File: src/design/art_pkg.sv
// Shared types and constants for the address region table.
package art_pkg;

  localparam int MAX_REGIONS = 16;
  localparam int IDX_W = $clog2(MAX_REGIONS);
  localparam int CNT_W = $clog2(MAX_REGIONS + 1);
  localparam int VA_W = 48;
  localparam int LEN_W = 49;
  localparam int PA_W = 52;
  localparam int PROT_W = 8;
  localparam int END_W = LEN_W + 1;

  localparam logic [2:0] SEL_VALEN = 3'd1;
  localparam logic [2:0] SEL_PA = 3'd2;
  localparam logic [2:0] SEL_PROT = 3'd4;

  typedef enum logic [2:0] {
    REQ_ADD    = 3'd0,
    REQ_LOOKUP = 3'd1,
    REQ_MATCH  = 3'd2,
    REQ_REMOVE = 3'd3,
    REQ_CHPROT = 3'd4,
    REQ_MOVE   = 3'd5
  } req_t;

  typedef enum logic [2:0] {
    ST_OK      = 3'd0,
    ST_NOTFND  = 3'd1,
    ST_OVERLAP = 3'd2,
    ST_FULL    = 3'd3,
    ST_PINNED  = 3'd4
  } status_t;

  typedef enum logic [2:0] {
    S_IDLE,
    S_READ,
    S_CHECK,
    S_SH_RD,
    S_SH_WR,
    S_UPD,
    S_DONE
  } state_t;

  typedef struct packed {
    logic [PROT_W-1:0] prot;
    logic [PA_W-1:0]   pa;
    logic [LEN_W-1:0]  len;
    logic [VA_W-1:0]   va;
  } region_t;

  typedef struct packed {
    logic             re;
    logic [IDX_W-1:0] raddr;
    logic             we;
    logic [IDX_W-1:0] waddr;
    region_t          wdata;
  } mem_req_t;

  typedef struct packed {
    logic             busy;
    logic [CNT_W-1:0] count;
  } ctrl_stat_t;

endpackage

File: src/design/art_region_mem.sv
// Region entry memory, one write and one registered read port.
module art_region_mem
  import art_pkg::*;
(
  input  logic     clk,
  input  mem_req_t req,
  output region_t  rdata
);

  region_t mem [MAX_REGIONS];

  always_ff @(posedge clk) begin
    if (req.we) begin
      mem[req.waddr] <= req.wdata;
    end
    if (req.re) begin
      rdata <= mem[req.raddr];
    end
  end

endmodule

File: src/design/art_ctrl.sv
// Request sequencer: walks the table, applies updates, holds the result item.
module art_ctrl
  import art_pkg::*;
(
  input  logic              clk,
  input  logic              rst,
  input  logic [PROT_W-1:0] pin_mask,
  input  logic              in_valid,
  output logic              in_ready,
  input  logic [2:0]        in_req,
  input  region_t           in_region,
  input  logic [2:0]        in_mask,
  input  logic [PROT_W-1:0] in_nprot,
  input  logic [PA_W-1:0]   in_npa,
  output logic              out_valid,
  input  logic              out_ready,
  output status_t           out_status,
  output region_t           out_region,
  output mem_req_t          mreq,
  input  region_t           rdata,
  output ctrl_stat_t        stat
);

  state_t state, state_next;
  logic [CNT_W-1:0] count;
  logic [IDX_W-1:0] idx;
  logic [2:0] req;
  region_t r;
  logic [2:0] mask;
  logic [PROT_W-1:0] nprot;
  logic [PA_W-1:0] npa;
  status_t res_st;
  region_t res;

  logic [END_W-1:0] r_end, e_end;
  logic ovl, lk_hit, m_hit, hit, pinned, out_free, more_shift_chk, more_shift_wr;
  logic [2:0] sel;

  assign r_end = {2'b0, r.va} + {1'b0, r.len} - END_W'(1);
  assign e_end = {2'b0, rdata.va} + {1'b0, rdata.len} - END_W'(1);
  assign ovl = !((r_end < {2'b0, rdata.va}) || ({2'b0, r.va} > e_end));
  assign lk_hit = (r.va >= rdata.va) && ({2'b0, r.va} <= e_end);
  assign pinned = |(rdata.prot & pin_mask);
  assign out_free = !out_valid || out_ready;
  assign more_shift_chk = ({1'b0, idx} + CNT_W'(1)) < count;
  assign more_shift_wr = ({1'b0, idx} + CNT_W'(2)) < count;

  always_comb begin
    unique case (req)
      REQ_MATCH:  sel = mask;
      REQ_CHPROT: sel = SEL_VALEN | SEL_PA;
      default:    sel = SEL_VALEN | SEL_PROT;
    endcase
  end

  assign m_hit = (!(|(sel & SEL_VALEN)) || (rdata.va == r.va && rdata.len == r.len)) &&
                 (!(|(sel & SEL_PA)) || rdata.pa == r.pa) &&
                 (!(|(sel & SEL_PROT)) || rdata.prot == r.prot);
  assign hit = (req == REQ_ADD) ? ovl : (req == REQ_LOOKUP) ? lk_hit : m_hit;

  always_comb begin
    state_next = state;
    unique case (state)
      S_IDLE: begin
        if (in_valid) begin
          if (in_req > REQ_MOVE) begin
            state_next = S_DONE;
          end else if (in_req == REQ_ADD && in_region.len == '0) begin
            state_next = S_DONE;
          end else if (count == '0) begin
            state_next = (in_req == REQ_ADD) ? S_UPD : S_DONE;
          end else begin
            state_next = S_READ;
          end
        end
      end
      S_READ: state_next = S_CHECK;
      S_CHECK: begin
        if (hit) begin
          unique case (req)
            REQ_CHPROT: state_next = S_UPD;
            REQ_MOVE:   state_next = pinned ? S_DONE : S_UPD;
            REQ_REMOVE: state_next = (!pinned && more_shift_chk) ? S_SH_RD : S_DONE;
            default:    state_next = S_DONE;
          endcase
        end else if (idx == '0) begin
          state_next = (req == REQ_ADD && count != CNT_W'(MAX_REGIONS)) ? S_UPD : S_DONE;
        end else begin
          state_next = S_READ;
        end
      end
      S_SH_RD: state_next = S_SH_WR;
      S_SH_WR: state_next = more_shift_wr ? S_SH_RD : S_DONE;
      S_UPD:   state_next = S_DONE;
      S_DONE:  state_next = out_free ? S_IDLE : S_DONE;
      default: state_next = S_IDLE;
    endcase
  end

  always_comb begin
    mreq = '0;
    in_ready = (state == S_IDLE);
    unique case (state)
      S_READ: begin
        mreq.re = 1'b1;
        mreq.raddr = idx;
      end
      S_SH_RD: begin
        mreq.re = 1'b1;
        mreq.raddr = idx + IDX_W'(1);
      end
      S_SH_WR: begin
        mreq.we = 1'b1;
        mreq.waddr = idx;
        mreq.wdata = rdata;
      end
      S_UPD: begin
        mreq.we = 1'b1;
        mreq.waddr = idx;
        mreq.wdata = res;
      end
      default: ;
    endcase
  end

  always_ff @(posedge clk) begin
    if (rst) begin
      state <= S_IDLE;
      count <= '0;
      out_valid <= 1'b0;
    end else begin
      state <= state_next;
      if (state == S_DONE && out_free) begin
        out_valid <= 1'b1;
      end else if (out_ready) begin
        out_valid <= 1'b0;
      end
      unique case (state)
        S_IDLE: begin
          if (in_valid) begin
            req <= in_req;
            r <= in_region;
            mask <= in_mask;
            nprot <= in_nprot;
            npa <= in_npa;
            if (in_req == REQ_ADD && in_region.len == '0) begin
              idx <= IDX_W'(count - CNT_W'(1));
              res <= '0;
              res_st <= ST_OVERLAP;
            end else if (in_req == REQ_ADD && count == '0) begin
              idx <= '0;
              res <= in_region;
              res_st <= ST_OK;
            end else begin
              idx <= IDX_W'(count - CNT_W'(1));
              res <= '0;
              res_st <= ST_NOTFND;
            end
          end
        end
        S_CHECK: begin
          if (hit) begin
            if (req == REQ_ADD) begin
              res <= '0;
              res_st <= ST_OVERLAP;
            end else begin
              res_st <= (pinned && (req == REQ_REMOVE || req == REQ_MOVE)) ? ST_PINNED : ST_OK;
              unique case (req)
                REQ_CHPROT: res <= {nprot, rdata.pa, rdata.len, rdata.va};
                REQ_MOVE:   res <= pinned ? rdata : {rdata.prot, npa, rdata.len, rdata.va};
                REQ_REMOVE: begin
                  res <= rdata;
                  if (!pinned && !more_shift_chk) count <= count - CNT_W'(1);
                end
                default: res <= rdata;
              endcase
            end
          end else if (idx == '0) begin
            if (req == REQ_ADD) begin
              if (count == CNT_W'(MAX_REGIONS)) begin
                res_st <= ST_FULL;
              end else begin
                res <= r;
                res_st <= ST_OK;
                idx <= IDX_W'(count);
              end
            end
          end else begin
            idx <= idx - IDX_W'(1);
          end
        end
        S_SH_WR: begin
          idx <= idx + IDX_W'(1);
          if (!more_shift_wr) count <= count - CNT_W'(1);
        end
        S_UPD: begin
          if (req == REQ_ADD) count <= count + CNT_W'(1);
        end
        S_DONE: begin
          if (out_free) begin
            out_status <= res_st;
            out_region <= res;
          end
        end
        default: ;
      endcase
    end
  end

  assign stat.busy = (state != S_IDLE);
  assign stat.count = count;

endmodule

File: src/design/address_region_table.sv
// Top level of the address region table.
//
//  channel  | dir | handshake                  | content
//  cfg      | in  | cfg_wen                    | cfg_wdata: pin flag mask
//  s_axis   | in  | s_axis_tvalid/tready       | tuser: request type; tdata: region, mask, updates
//  m_axis   | out | m_axis_tvalid/tready       | tuser: status; tdata: region
//
// An item visits table entries newest first (memory read, then compare),
// between accept and result; a successful add, change protection or unpinned
// move adds a write back, and remove adds a read and a write for each entry
// moved down. Every entry lives in one memory with one read port.
// Reset clears the entry count and the result valid; no clearing pass.
// The result register frees the engine; a stalled result holds the next item.
module address_region_table
  import art_pkg::*;
(
  input  logic          clk,
  input  logic          rst,
  input  logic          cfg_wen,
  input  logic [7:0]    cfg_wdata,
  input  logic          s_axis_tvalid,
  output logic          s_axis_tready,
  // region start, region length, physical start, flags, match mask, new flags,
  // new physical start, pad
  input  logic [223:0]  s_axis_tdata,
  // req_type
  input  logic [2:0]    s_axis_tuser,
  output logic          m_axis_tvalid,
  input  logic          m_axis_tready,
  // hit_va, hit_len, hit_pa, hit_prot, pad
  output logic [159:0]  m_axis_tdata,
  // status
  output logic [2:0]    m_axis_tuser
);

  logic [PROT_W-1:0] pin_mask;
  mem_req_t mreq;
  region_t rdata, out_region;
  status_t out_status;
  ctrl_stat_t stat;

  always_ff @(posedge clk) begin
    if (rst) begin
      pin_mask <= 8'd128;
    end else if (cfg_wen) begin
      pin_mask <= cfg_wdata;
    end
  end

  art_region_mem u_mem (
    .clk   (clk),
    .req   (mreq),
    .rdata (rdata)
  );

  art_ctrl u_ctrl (
    .clk        (clk),
    .rst        (rst),
    .pin_mask   (pin_mask),
    .in_valid   (s_axis_tvalid),
    .in_ready   (s_axis_tready),
    .in_req     (s_axis_tuser),
    .in_region  (s_axis_tdata[156:0]),
    .in_mask    (s_axis_tdata[159:157]),
    .in_nprot   (s_axis_tdata[167:160]),
    .in_npa     (s_axis_tdata[219:168]),
    .out_valid  (m_axis_tvalid),
    .out_ready  (m_axis_tready),
    .out_status (out_status),
    .out_region (out_region),
    .mreq       (mreq),
    .rdata      (rdata),
    .stat       (stat)
  );

  assign m_axis_tdata = {3'b0, out_region};
  assign m_axis_tuser = out_status;

  a_count_max: assert property (@(posedge clk) disable iff (rst)
    stat.count <= CNT_W'(MAX_REGIONS)) else $error("entry count above table size");

  a_busy_after_accept: assert property (@(posedge clk) disable iff (rst)
    s_axis_tvalid && s_axis_tready |=> stat.busy) else $error("accepted item not in work");

  a_count_step: assert property (@(posedge clk) disable iff (rst)
    !$past(rst) && stat.count != $past(stat.count) |->
      (stat.count == $past(stat.count) + CNT_W'(1) ||
       stat.count == $past(stat.count) - CNT_W'(1))) else $error("entry count jumped");

  a_no_write_idle: assert property (@(posedge clk) disable iff (rst)
    !stat.busy |-> !mreq.we) else $error("table write while idle");

endmodule
File: config.mk
export PLATFORM = sky130hd
export DESIGN_NAME = address_region_table
export DESIGN_NICKNAME = d
export VERILOG_FILES = /design/src/design/art_pkg.sv /design/src/design/art_region_mem.sv /design/src/design/art_ctrl.sv /design/src/design/address_region_table.sv
export SDC_FILE = /design/constraint.sdc
export NUM_CORES = 2
export LEC_CHECK = 0
export ABC_AREA = 1
export BUFFER_PORTS_ARGS = -buffer_cell sky130_fd_sc_hd__buf_2
export CORE_UTILIZATION = 62
export DETAILED_ROUTE_END_ITERATION = 8
export HOLD_SLACK_MARGIN = 0.06
export PLACE_DENSITY = 0.77
export RECOVER_POWER = 25
export SETUP_SLACK_MARGIN = 0.15
export SYNTH_ARGS = -nofsm -noshare
export SYNTH_HDL_FRONTEND = slang
export SYNTH_SLANG_ARGS = --single-unit
File: constraint.sdc
create_clock -name clk -period 33.9 [get_ports clk]
set_input_delay 1.695 -clock clk [delete_from_list [all_inputs] [get_ports clk]]
set_output_delay 1.695 -clock clk [all_outputs]
set_load 0.01 [all_outputs]
==> flow_summary.json <==
{
  "die_area_mm2": 0.225,
  "avgSynthCellArea_um2": 13.2,
  "remaining_drc_errors": 0,
  "clockRootBuffer": "clkbuf_16",
  "peakVddDrop_mv": 0.0783,
  "vias": 92455,
  "worst_pin_slew_ns": 9.78,
  "globalRoute.busiestLayer": "met2",
  "holdWs_ns": 0.452,
  "yosys_most_used_dff": "edfxtp_1",
  "grt_util_met2_pct": 54.0,
  "pin_count": 405,
  "grt.total_usage_pct": 34.8,
  "outcome": "finished with violations",
  "fin_tns_setup_ns": 0,
  "power_density_mw_per_mm2": 81.4,
  "r2r_slack_ns": 23.66,
  "rows": 172,
  "clkSinkCount": 3233,
  "antenna_found_initial": 27,
  "cts_tree": "built",
  "finalHoldViolations": 0,
  "final_common_cell": "edfxtp_1",
  "stdcell_area_mm2": 0.154,
  "insertion_delay_ns": 0.98,
  "ys_warn_count": 0,
  "hold_end": "u_ctrl.out_region[4]$_DFFE_PP_",
  "syn2layout_area_growth_pct": 11.1,
  "worstSetupPathType": "flop to flop",
  "skew_ns": 0.0759,
  "max_freq_mhz": 97.6,
  "grt_pass1_wl_um": 572000,
  "cts-htree-levels": 5,
  "dr.pass1.iters": 6,
  "gp_congestion": 0.975,
  "die_height_um": 474,
  "reg2regPathDepth": 4,
  "synthArstFlopShare_pct": 0,
  "netlist_instances": 10459,
  "combPwrFrac_pct": 29.3,
  "die_w_um": 474,
  "setup_viol": 0,
  "pre_cts_ws_ns": 24.44,
  "ant_nets": 0,
  "dp_hpwl_um": 230000,
  "end_kind": "flop",
  "cap_violations": 19,
  "grt_use_met3_pct": 6.34,
  "cts_max_path_buffers": 4,
  "synthDistinctLibCells": 63,
  "portBuffers": 397,
  "start_util_pct": 62.7,
  "routed_wl_um": 396000,
  "worstHoldPathCells": 0,
  "drv_slew": 940,
  "min_path_type": "flop to flop",
  "setup_slack_ns": 23.66,
  "clkPwrFrac_pct": 27.7,
  "min_period_ns": 10.24,
  "r2r-end": "u_mem.rdata[120]$_DFFE_PN_",
  "post_cts_buffers": 0,
  "rsz0062_at_grt": "false",
  "drive_gt1_share_pct": 11.2,
  "switching_power_mw": 4.31,
  "ys_seq_elements": 3233,
  "worstPathMaxFanout": 110,
  "cp.required_ns": 34.35,
  "r2r-start": "u_ctrl.state[0]$_SDFFE_PP0N_",
  "grt_util_met1_pct": 47.8,
  "fin_nets": 11443,
  "cts_buffers": 330,
  "cts.repair.resized": 0,
  "finalPower_mw": 12.5,
  "mostFrequentLayoutCells": "edfxtp_1 (3216), nand2_1 (1228), nor2_1 (966), o21ai_0 (866), inv_1 (604)",
  "placed_cell_area_mm2": 0.144,
  "relSlewSlack_pct": -552,
  "grt_pass1_vias": 88573,
  "cp-start-kind": "flop",
  "netlist_area_mm2": 0.138,
  "violations": "capacitance limit, slew limit",
  "core-area_mm2": 0.221,
  "swShare_pct": 34.5,
  "drt_iter0_drc": 13252,
  "ys_seq_area_share_pct": 70.1,
  "hold_start": "u_ctrl.res[4]$_DFFE_PP_",
  "power_frac_seq_pct": 42.9,
  "postCtsHoldBufs": 0,
  "synth_edf_count": 3216,
  "path_clk_slew_ns": 0.06,
  "grt_max_degree": 244,
  "overflow": 0,
  "viasPerCell": 6.58,
  "period_share_pct": 30.2,
  "wl_per_cell_um": 28.2,
  "p_leak_nw": 52.7,
  "critPathArrivalTime_ns": 10.69,
  "internal_power_mw": 8.19
}
## through the flow
stage          util [%]  instances
6_report           69.6      14061
2_1_floorplan         -      10461
4_1_cts            69.8      14045
3_3_place_gp       65.2      13477
5_1_grt            69.6      14051
3_5_place_dp       65.2      13477
## power groups by stage
stage               clock (mW)  sequential (mW)  combinational, mW
floorplan                    0             5.36               2.37
global placement             0             5.40               3.52
detailed placement           0             5.42               3.59
CTS                       3.48             5.34               3.62
global route              3.63             5.38               3.99
finish                    3.47             5.37               3.67
## worst max path at each step
stage / from / cells after the start / end
after floorplan: rst / 2 / u_ctrl.mask[0]$_DFFE_PP_
after global placement: u_ctrl.r[1]$_DFFE_PP_ / 34 / u_ctrl.res[29]$_DFFE_PP_
after detailed placement: u_ctrl.r[1]$_DFFE_PP_ / 34 / u_ctrl.res[77]$_DFFE_PP_
after CTS: u_ctrl.r[1]$_DFFE_PP_ / 34 / u_ctrl.res[90]$_DFFE_PP_
after global routing: u_ctrl.state[0]$_SDFFE_PP0N_ / 4 / u_mem.rdata[120]$_DFFE_PN_
final: u_ctrl.state[0]$_SDFFE_PP0N_ / 4 / u_mem.rdata[120]$_DFFE_PN_
## synth_stat cells (257+ instances only)
cell	instances	share of area, %
clkbuf_1	432	1.2
or2_2	257	1.2
mux2i_1	263	1.9
ha_1	350	3.2
o211ai_1	376	2.0
inv_1	604	1.6
nor2_1	976	2.7
a21oi_1	391	1.4
edfxtp_1	3216	70
nand2_1	1228	3.3
o221ai_1	268	1.7
o21ai_0	878	3.2
## cell families after synthesis
logic type	Yosys count	share of synthesized area, %
AOI/OAI and AO/OA	2510	12.0
xor gates and xnor gates	179	1.14
adders and majority gates	352	3.20
buffers and inverters	1203	3.45
DFF	3233	70.1
muxes	263	1.90
other	1	0.00271
and+or+nand+nor	2718	8.18
## critical path, stage by stage, from the launching register on
cell and delay [ns]:
dfxtp_1 0.39, inv_1 0.06, nor2_1 0.15, clkbuf_1 5.99, clkbuf_1 3.02
## metal layers
layer / vias up / wire, µm
met5: - / 103
met4: 14 / 20800
met3: 1073 / 42600
met2: 5983 / 183000
met1: 45606 / 150000
li1: 39779 / -
## registers in the layout, summed over array words and instances (netlist names), 4 cells and up
signal and flops:
u_mem.rdata 157, u_ctrl.r 157, u_ctrl.res 157, u_ctrl.idx 4, u_ctrl.out_region 157, pin_mask 8
u_ctrl.count 5, u_ctrl.npa 52, u_ctrl.nprot 8, u_mem.mem 2512
## cell type report
cell class              count  area [µm²]
fillers                 14626       67100
inverters                 613        2320
flip-flops and latches   3233       96900
clock buffers             396        8580
well taps                2958        3700
repair buffers            648        3760
multi-input cells        6025       36700
clock inverters           172        1540
diodes                     16        40.0
Power figures use the tool's default switching activity.
